--- config.mk ---
export PLATFORM = sky130hd
export DESIGN_NAME = udmu_cell
export DESIGN_NICKNAME = d
export VERILOG_FILES = /design/src/design/udmu_pkg.sv /design/src/design/udmu_cell.sv
export SDC_FILE = /design/constraint.sdc
export NUM_CORES = 1
export LEC_CHECK = 0
export ABC_AREA = 1
export BUFFER_PORTS_ARGS = -buffer_cell sky130_fd_sc_hd__buf_4
export CAP_MARGIN = 20
export CORE_MARGIN = 5
export CORE_UTILIZATION = 55
export DETAILED_ROUTE_END_ITERATION = 8
export HOLD_SLACK_MARGIN = 0.15
export PLACE_DENSITY = 0.86
export SETUP_SLACK_MARGIN = 0.5
export SLEW_MARGIN = 20
export SYNTH_ARGS = -nofsm -noshare
export SYNTH_HDL_FRONTEND = slang
export SYNTH_SLANG_ARGS = --single-unit
--- constraint.sdc ---
create_clock -name clk -period 9.95 [get_ports clk]
set_input_delay 0.995 -clock clk [delete_from_list [all_inputs] [get_ports clk]]
set_output_delay 0.995 -clock clk [all_outputs]
set_load 0.01 [all_outputs]
--- src/design/udmu_pkg.sv ---
// ----------------------------------------------------------------------------
// udmu_pkg
// Shared opcodes, widths and the pipeline word carried along the divider chain.
// ----------------------------------------------------------------------------
package udmu_pkg;

  localparam int OpW      = 3;
  localparam int AW       = 32;
  localparam int BW       = 24;
  localparam int DivSteps = AW;

  localparam logic [OpW-1:0] OP_DIV8    = 3'd0;
  localparam logic [OpW-1:0] OP_DIV16   = 3'd1;
  localparam logic [OpW-1:0] OP_DIV24   = 3'd2;
  localparam logic [OpW-1:0] OP_DIV32   = 3'd3;
  localparam logic [OpW-1:0] OP_MUL8    = 3'd4;
  localparam logic [OpW-1:0] OP_MUL16   = 3'd5;

  // one word in flight: quo starts as the dividend (or holds the product)
  typedef struct packed {
    logic          valid;
    logic          is_div;
    logic          dz;
    logic [OpW-1:0] op;
    logic [BW-1:0] divisor;
    logic [BW-1:0] rem;
    logic [AW-1:0] quo;
  } udmu_word_t;

endpackage

--- src/design/udmu_cell.sv ---
// ----------------------------------------------------------------------------
// udmu_cell
// One restoring-division step: shifts the next dividend bit into the partial
// remainder, subtracts the divisor when it fits and shifts in a quotient bit.
// ----------------------------------------------------------------------------
module udmu_cell (
  input  logic                 clk,
  input  logic                 rst,
  input  logic                 en,
  input  udmu_pkg::udmu_word_t word_in,
  output udmu_pkg::udmu_word_t word_out
);
  import udmu_pkg::*;

  udmu_word_t   word_next;
  logic [BW:0]  rem_shift;
  logic [BW:0]  rem_diff;
  logic         take;

  always_comb begin
    rem_shift = {word_in.rem, word_in.quo[AW-1]};
    rem_diff  = rem_shift - {1'b0, word_in.divisor};
    // zero divisor never subtracts, so the remainder ends up as the dividend's low BW bits
    take      = word_in.is_div && !word_in.dz && (rem_shift >= {1'b0, word_in.divisor});
    word_next = word_in;
    if (word_in.is_div) begin
      word_next.rem = take ? rem_diff[BW-1:0] : rem_shift[BW-1:0];
      word_next.quo = {word_in.quo[AW-2:0], take};
    end
  end

  always_ff @(posedge clk) begin
    if (rst) begin
      word_out.valid <= 1'b0;
    end else if (en) begin
      word_out <= word_next;
    end
  end

endmodule

==> results of run 1 <==
[power by group]
part           internal [uW]  switching (uW)  total [uW]
combinational            101             137         239
sequential               431            8.40         439
clock                   97.1             145         242
[per-stage QoR]
step / total power (uW) / worst slack [ns] / hold slack [ns] / util [%]
2_1_floorplan: 581 / 4.80 / 0.477 / -
3_3_place_gp: 678 / 6.73 / 0.442 / 71.8
3_5_place_dp: 685 / 6.66 / 0.492 / 71.8
4_1_cts: 924 / 7.06 / 0.506 / 73.8
5_1_grt: 967 / 6.79 / 0.536 / 73.8
6_report: 920 / 7.01 / 0.504 / 73.8
[area by class of cell]
class                           instances  area share, %
Clock buffer                            9           1.80
Multi-Input combinational cell        462           33.1
Sequential cell                        86           37.4
Tap cell                              129           2.34
Inverter                               97           5.32
Clock inverter                          7          0.909
Timing Repair Buffer                  176           19.2
[kinds of logic after synthesis]
group / share of synthesized area (%)
and+or+nand+nor: 27.6
buffers and inverters: 8.55
DFF: 48.6
AOI/OAI and AO/OA: 6.92
adders and majority gates: 6.05
xor gates and xnor gates: 2.32
[final timing paths]
kind,from,end,cells past startpoint
max,word_in[84],word_out[46]$_DFFE_PP_,9
min,word_out[85]$_SDFFE_PP0P_,word_out[85]$_SDFFE_PP0P_,2
max reg2reg,word_out[85]$_SDFFE_PP0P_,word_out[85]$_SDFFE_PP0P_,2
min reg2reg,word_out[85]$_SDFFE_PP0P_,word_out[85]$_SDFFE_PP0P_,2
[worst register-to-register path: cells and delay by family, from the launching register on]
kind	cells	cell delay, ns
AND/OR/NAND/NOR	1	0.07
flip-flops	1	0.36
AO/OA/AOI/OAI	1	0.13
[cell usage in the layout, fill, tap and decap left out, types with 2 or more instances in the layout]
cell and n:
inv_1 95, nand4_1 6, nand3_1 38, nor3_1 3, nand2_2 3, o21ai_0 34, o21bai_1 4, nand3b_1 4
clkbuf_8 9, and2_1 2, ha_1 24, nor2_2 2, xor2_1 9, nand2_1 252, a21o_1 2, inv_6 3
xnor2_1 5, o21ai_1 6, inv_8 2, nor2_4 2, nor2_1 37, buf_4 176, edfxtp_1 85, a21oi_1 21
[layer usage]
layer,vias up,share of wire [%],global-route usage [%]
met5,-,0,0
met4,0,1.2,6.58
met3,21,8.9,5.79
met2,217,50,46.0
met1,2214,40,31.9
li1,2475,-,-
==> flow_summary.yaml, run 1 <==
hold_path:
  min_path_type: "reg -> reg"
placement:
  port_buffers: 174
  gp_congestion: 0.842
  dp_hpwl_mm: 11.8
  dpl.cell_count: 950
  post_dp_cell_area_um2: 6700
clocking:
  clk_pin_slew_ns: 0.09
  cts.repair.resized: 0
  cts.htree.levels: 3
  clockBufferDepth: 2
  cts_tree: "built"
  postCtsHoldBufs: 0
  cts_buffers: 9
  root_buffer: "clkbuf_8"
  insertion_delay_ns: 0.36
  clkSinkCount: 86
  postCtsSetupBuffers: 0
run:
  max_cap_violations: 0
drt:
  wirelength_mm: 15.2
  wl_per_cell_um: 15.8
  drt_iter0_markers: 412
  num_vias: 4927
  ant_nets: 0
  drtPass1Iterations: 5
  drcViolationCount: 0
  via_per_inst: 5.10
yosys:
  synthTopCellsByArea: "edfxtp_1 (48%), nand2_1 (18%), inv_1 (6.7%), ha_1 (5.7%), nand3_1 (3.6%)"
  synth_nets: 775
  synth_top_flop_cell: "edfxtp_1"
  ys_warn_count: 0
  synth-seq-area-share_pct: 48.6
  synth_top_area_cell: "edfxtp_1"
  syn_area_um2: 5300
  synth-edff-count: 85
  syn_inst: 661
  syn_area_per_cell_um2: 8.01
  synth_most_common_cell: "nand2_1"
  synth_commonest_cells: "nand2_1 (252), inv_1 (95), edfxtp_1 (85), nand3_1 (38), nor2_1 (38)"
  async_reset_ff_share_pct: 0
  ys_types: 35
  yosys.area.top_type_share_pct: 48.2
  ys_ff_latch: 86
critical_path:
  crit_top_cell: "nand2_1"
  critical_path_arrival_ns: 3.06
  crit_fanout: 58
  crit_path_cell_trace: "buf_4 -> inv_1 -> buf_4 -> nor2_1 -> nand2_4 -> inv_4 -> nand2_1 -> nand2_1 -> nand2_1"
  critPathMaxStageDelay_ns: 0.47
  reg2reg_slack_ns: 9.33
  cp.required_ns: 10.08
  cp_top_family: "buffers and inverters"
  worstSetupPathType: "in -> reg"
  end_kind: "flop"
  crit_slowest_cell: "buf_4"
  startpoint_type: "input port"
  cp_num_buf_inv: 4
global_route:
  track_usage_pct: 25.9
  grt.overflow.total: 0
  grt_antenna_before_repair: 0
  grt_pass1_wl_mm: 23.9
  first_global_vias: 4827
  grt_max_degree: 86
timing:
  min_period_over_period_pct: 29.5
  setup_viol: 0
  worstMarginPinSlew_ns: 1.06
  min_period_ns: 2.94
  drv_slew: 0
  max_freq_mhz: 341
  rsz0062_at_grt: "no"
  tns_ns: 0
  max_slew_margin_pct: 29.6
  fin_worst_skew_ns: 0
  hold_viol_final: 0
floorplan:
  die_h_um: 108
  placeableCoreArea_um2: 9330
  die_area_um2: 11700
  num_rows: 35
  io_pins: 175
  start_util_pct: 56.8
  die_x_um: 108
power:
  ir_worst_vdd_v: 0.0000777
  cellPowerDensity_nw_per_um2: 134
  power.leakage_uw: 0.00344
finish:
  drive_gt1_share_pct: 24.6
  final_net_count: 946
  antenna_cells: 0
  multi_input_area_um2: 2280
  area_delta_synth_final_pct: 30.0
  fillers: 704
  largest_register_ffs: 86
  fin_area_um2: 6890
  register_area_um2: 2570
  instances_no_fill: 966
  top_regs: "word_out: 86 flops"
  top_register: "word_out"
outcome:
  outcome: "completed"
No activity file was read; power rests on OpenSTA's default activity.
==> run 2, diff against run 1 <==
- ABC_AREA: 1 -> 0
- CORE_UTILIZATION: 55 -> 50
- PLACE_DENSITY: 0.86 -> 0.81
- clock period: 9.95 -> 2.99 ns (I/O delays scaled with it)
==> flow_summary.yaml, run 2 <==
finish:
  fin_area_um2: 6870
  largest_register_ffs: 86
  final_cell_mix: "buf_4 (182), edfxtp_1 (85), inv_1 (36)"
  antenna_cells: 0
  drive_gt1_share_pct: 40.4
  top_register: "word_out"
  final_common_cell: "buf_4"
  area_delta_synth_final_pct: 42.5
  top_regs: "word_out: 86 flops"
  final_net_count: 735
  instances_no_fill: 755
critical_path:
  critPathMaxStageDelay_ns: 0.54
  crit_fanout: 12
  end_kind: "flop"
  worstSetupPathType: "in -> reg"
  cp.required_ns: 3.09
  crit_top_cell: "inv_1"
  startpoint_type: "input port"
  crit_path_cell_trace: "dlygate4sd3_1 -> buf_4 -> inv_1 -> ha_4 -> inv_1 -> or2_2 -> a21o_1 -> a21oi_4 -> buf_8 -> a2bb2oi_1 -> o21ai_0"
  critical_path_arrival_ns: 2.57
  crit_slowest_cell: "dlygate4sd3_1"
clocking:
  cts_tree: "built"
  clk_pin_slew_ns: 0.09
  clkSinkCount: 86
  clockBufferDepth: 2
  cts_buffers: 9
  cts.htree.levels: 3
  insertion_delay_ns: 0.36
  root_buffer: "clkbuf_8"
yosys:
  syn_area_per_cell_um2: 11.8
  syn_area_um2: 4820
  synth_commonest_cells: "edfxtp_1 (85), inv_1 (36), nand2_1 (35), nor2_1 (34), mux2_2 (30)"
  synth_most_common_cell: "edfxtp_1"
  async_reset_ff_share_pct: 0
  ys_types: 56
  synth-seq-area-share_pct: 53.4
  ys_warn_count: 0
  synth_nets: 523
  synth_top_flop_cell: "edfxtp_1"
  yosys.area.top_type_share_pct: 53.0
  synth-edff-count: 85
  synthTopCellsByArea: "edfxtp_1 (53%), mux2_2 (7.0%), ha_1 (6.2%), inv_1 (2.8%), nand2_1 (2.7%)"
  ys_ff_latch: 86
  synth_top_area_cell: "edfxtp_1"
  syn_inst: 409
global_route:
  grt_use_met1_pct: 27.2
  track_usage_pct: 22.6
  grt_pass1_wl_mm: 20.5
  grt_max_degree: 50
  first_global_vias: 4091
  met3_usage_pct: 6.63
  grt-busiest-layer: "met2"
  grt_antenna_before_repair: 0
  grt.overflow.total: 0
  gr-usage-met2_pct: 40.1
drt:
  num_vias: 3976
  drtPass1Iterations: 4
  via_per_inst: 5.27
  wirelength_mm: 13.4
  drcViolationCount: 0
  wl_per_cell_um: 17.8
  drt_iter0_markers: 214
  ant_nets: 0
power:
  ir_worst_vdd_v: 0.000205
  power_switching_uw: 888
  p_sw_share_pct: 29.1
  power.leakage_uw: 0.00291
  combPwrFrac_pct: 27.5
  seqPwrFrac_pct: 47.8
  cellPowerDensity_nw_per_um2: 445
  clkPwrFrac_pct: 24.8
  internal_power_uw: 2170
outcome:
  outcome: "completed"
floorplan:
  die_h_um: 108
  num_rows: 35
  die_x_um: 108
  io_pins: 175
  die_area_um2: 11700
  start_util_pct: 51.7
  placeableCoreArea_um2: 9330
placement:
  gp_congestion: 0.840
  port_buffers: 174
  dpl.cell_count: 706
  post_dp_cell_area_um2: 6290
  dp_hpwl_mm: 9.93
timing:
  hold_viol_final: 0
  max_slew_margin_pct: 53.2
  tns_ns: 0
  setup_viol: 0
  min_period_over_period_pct: 82.4
  drv_slew: 0
  fin_worst_skew_ns: 0
  min_period_ns: 2.46
  worstMarginPinSlew_ns: 0.695
  rsz0062_at_grt: "yes"
  max_freq_mhz: 406
hold_path:
  min_path_type: "in -> reg"
run:
  max_cap_violations: 0
[run 2: cell types whose count changed in the layout (fill, tap and decap cells not counted), moves of 21 or more]
cell / change
o21ai_0: -21
mux2_2: +30
dlygate4sd3_1: +29
inv_1: -59
nand2_1: -217
nand3_1: -31
[run 2: routing by layer]
metal / part of all wire (%) / vias to the layer above
met5: 0 / -
met4: 0.99 / 0
met3: 8.5 / 11
met2: 51 / 152
met1: 40 / 1886
li1: - / 1927
[run 2: final timing paths]
path / start / endpoint / slack, ns / cells after the start
max: word_in[79] / word_out[51]$_DFFE_PP_ / 0.53 / 11
min: word_in[85] / word_out[85]$_SDFFE_PP0P_ / 0.17 / 3
max reg2reg: word_out[85]$_SDFFE_PP0P_ / word_out[85]$_SDFFE_PP0P_ / 2.41 / 2
min reg2reg: word_out[85]$_SDFFE_PP0P_ / word_out[85]$_SDFFE_PP0P_ / 0.51 / 2
[run 2: timing repair]
item                                    4_1_cts  5_1_grt
resized for setup                             0       13
endpoints found under the setup margin        0       19
hold buffers                                 29        0
endpoints found under the hold margin        29        0
setup buffers                                 0        3
[run 2: kinds of logic after synthesis]
kind of cell    share of synthesized area (%)
simple gates                             8.98
xor+xnor                                 3.45
flops                                    53.4
fa+ha+maj                                6.65
buf+inv                                  4.39
mux                                      8.46
compound gates                           14.7
[run 2: area by class of cell]
cell class              instances  area [um^2]
clock inverters                 6         47.5
repair buffers                214         1710
flip-flops and latches         86         2570
fillers                       662         2460
multi-input cells             273         2110
inverters                      37          139
well taps                     129          161
clock buffers                  10          128
[run 2: power by group through the flow]
stage          Combinational [uW]  Sequential (uW)  Clock (uW)
3_5_place_dp                  776             1490           0
2_1_floorplan                 398             1530           0
3_3_place_gp                  762             1490           0
6_report                      839             1460         757
5_1_grt                       912             1470         829
4_1_cts                       810             1460         776
[run 2: per-stage QoR]
step / worst slack, ns / hold slack [ns] / utilization (%) / total power [uW]
4_1_cts: 0.537 / 0.161 / 72.5 / 3050
3_5_place_dp: 0.148 / 0.479 / 67.5 / 2270
2_1_floorplan: 0.465 / 0.371 / - / 1930
6_report: 0.527 / 0.172 / 73.6 / 3060
3_3_place_gp: 0.191 / 0.477 / 67.5 / 2250
5_1_grt: 0.439 / 0.175 / 73.6 / 3210
[run 2: critical path: cells and delay by family]
family,cells,cell delay (ns)
AND/OR/NAND/NOR,1,0.28
AO/OA/AOI/OAI,4,0.76
buffers and inverters,5,0.95
adder cells (fa/ha/maj),1,0.27
==> run 3, diff against run 2 <==
- CORE_UTILIZATION: 50 -> 45
- PLACE_DENSITY: 0.81 -> 0.77
- clock period: 2.99 -> 2.15 ns (I/O delays scaled with it)
==> flow_summary.yaml, run 3 (same netlist as run 2, synthesis figures left out) <==
power:
  power.leakage_uw: 0.00351
  total_power_uw: 4740
  cellPowerDensity_nw_per_um2: 592
  ir_worst_vdd_v: 0.000359
floorplan:
  start_util_pct: 46.5
  die_x_um: 113
  die_area_um2: 12900
  io_pins: 175
  placeableCoreArea_um2: 10400
  die_h_um: 113
  num_rows: 37
critical_path:
  crit_start: "word_in[57]"
  reg2reg_slack_ns: 0.99
  startpoint_type: "input port"
  reg2reg_to: "word_out[85]$_SDFFE_PP0P_"
  critical_path_arrival_ns: 2.31
  ff2ff_path_depth: 3
  end_kind: "flop"
  cp.required_ns: 2.27
  crit_path_cell_trace: "buf_12 -> inv_12 -> ha_4 -> nor2b_4 -> o2111a_2 -> a2111oi_4 -> o41ai_4 -> a21oi_4 -> buf_6 -> a21o_4 -> buf_12 -> a21oi_1 -> a21oi_1"
  crit_slowest_cell: "o41ai_4"
  worstSetupPathType: "in -> reg"
  crit_path_end: "word_out[54]$_DFFE_PP_"
  crit_fanout: 7
  reg2reg_from: "word_out[85]$_SDFFE_PP0P_"
  critPathMaxStageDelay_ns: 0.36
timing:
  hold_viol_final: 0
  worstMarginPinSlew_ns: 0.537
  setup_viol: 6
  drv_slew: 0
  fin_ws_ns: -0.0379
  max_slew_margin_pct: 63.8
  rsz0062_at_grt: "yes"
  fin_worst_skew_ns: 0
  min_period_over_period_pct: 102
  min_period_ns: 2.19
  max_freq_mhz: 457
clocking:
  cts_buffers: 9
  clk_pin_slew_ns: 0.10
  clkSinkCount: 86
  clockBufferDepth: 2
  insertion_delay_ns: 0.37
  cts.htree.levels: 3
  cts_tree: "built"
  root_buffer: "clkbuf_8"
hold_path:
  min_path_type: "in -> reg"
  whs_path_depth: 2
drt:
  drcViolationCount: 0
  num_vias: 4502
  via_per_inst: 5.19
  wl_per_cell_um: 18.0
  drtPass1Iterations: 5
  ant_nets: 0
  wirelength_mm: 15.6
  drt_iter0_markers: 267
finish:
  antenna_cells: 0
  final_net_count: 841
  top_regs: "word_out: 86 flops"
  drive_gt1_share_pct: 51.5
  top_register: "word_out"
  final_cell_mix: "buf_4 (259), edfxtp_1 (85), dlygate4sd3_1 (42)"
  utilization_pct: 77.2
  instances_no_fill: 868
  largest_register_ffs: 86
  final_common_cell: "buf_4"
  area_delta_synth_final_pct: 66.1
placement:
  gp_congestion: 0.940
  place_ws_ns: -0.503
  port_buffers: 174
  dp_hpwl_mm: 11.0
  dpl.cell_count: 798
global_route:
  grt_pass1_wl_mm: 23.9
  first_global_vias: 4723
  grt_antenna_before_repair: 0
  grt_max_degree: 86
  track_usage_pct: 23.5
  grt.overflow.total: 0
run:
  max_cap_violations: 0
outcome:
  outcome: "complete, but fails checks"
  violations: "negative setup slack"
## run 3: per-stage QoR
step | instance area (um^2) | setup TNS, ns | hold WS [ns]
6_report | 8010 | -0.136 | 0.167
5_1_grt | 8010 | -1.33 | 0.154
4_1_cts | 7890 | -0.0473 | 0.150
3_5_place_dp | 7050 | -11.02 | 0.400
3_3_place_gp | 7050 | -9.01 | 0.394
2_1_floorplan | 4940 | -3.75 | 0.287
## run 3: worst min-delay path by stage
stage / startpoint / end / slack [ns]
floorplan: rst / word_out[85]$_SDFFE_PP0P_ / 0.29
global placement: word_in[82] / word_out[82]$_DFFE_PP_ / 0.39
detailed placement: word_in[80] / word_out[80]$_DFFE_PP_ / 0.40
CTS: word_in[5] / word_out[6]$_DFFE_PP_ / 0.15
global route: word_in[18] / word_out[18]$_DFFE_PP_ / 0.15
finish: word_in[18] / word_out[18]$_DFFE_PP_ / 0.17
## run 3: layout make-up
cell class                      count  area (um^2)
Inverter                           37          179
Clock buffer                        9          124
Sequential cell                    86         2570
Tap cell                          136          170
Fill cell                         668         2360
Clock inverter                      7         80.1
Timing Repair Buffer              320         2630
Multi-Input combinational cell    273         2250
## run 3: report_power, final
part	switching, uW	leakage, uW	internal [uW]	total (uW)
sequential	41.0	0.000807	1990	2030
clock	660	0.000103	556	1220
combinational	678	0.00260	810	1490
## run 3: worst max-delay path: cells and delay by family
family | cells | cell delay (ns)
adder cells (fa/ha/maj) | 1 | 0.25
AO/OA/AOI/OAI | 7 | 1.28
buffers and inverters | 4 | 0.42
AND/OR/NAND/NOR | 1 | 0.13
## run 3: layer usage
metal | GRT usage (%) | wire length (um)
met1 | 27.9 | 6220
met2 | 41.5 | 7710
met5 | 0 | 0
met4 | 8.49 | 495
met3 | 5.62 | 1210
## run 3: what timing repair did
item | 4_1_cts | 5_1_grt
setup endpoints to repair | 25 | 25
hold endpoints to repair | 39 | 1
pin swaps | 31 | 14
gates resized for setup | 40 | 15
buffers inserted | 9 | 3
hold buffers | 41 | 1
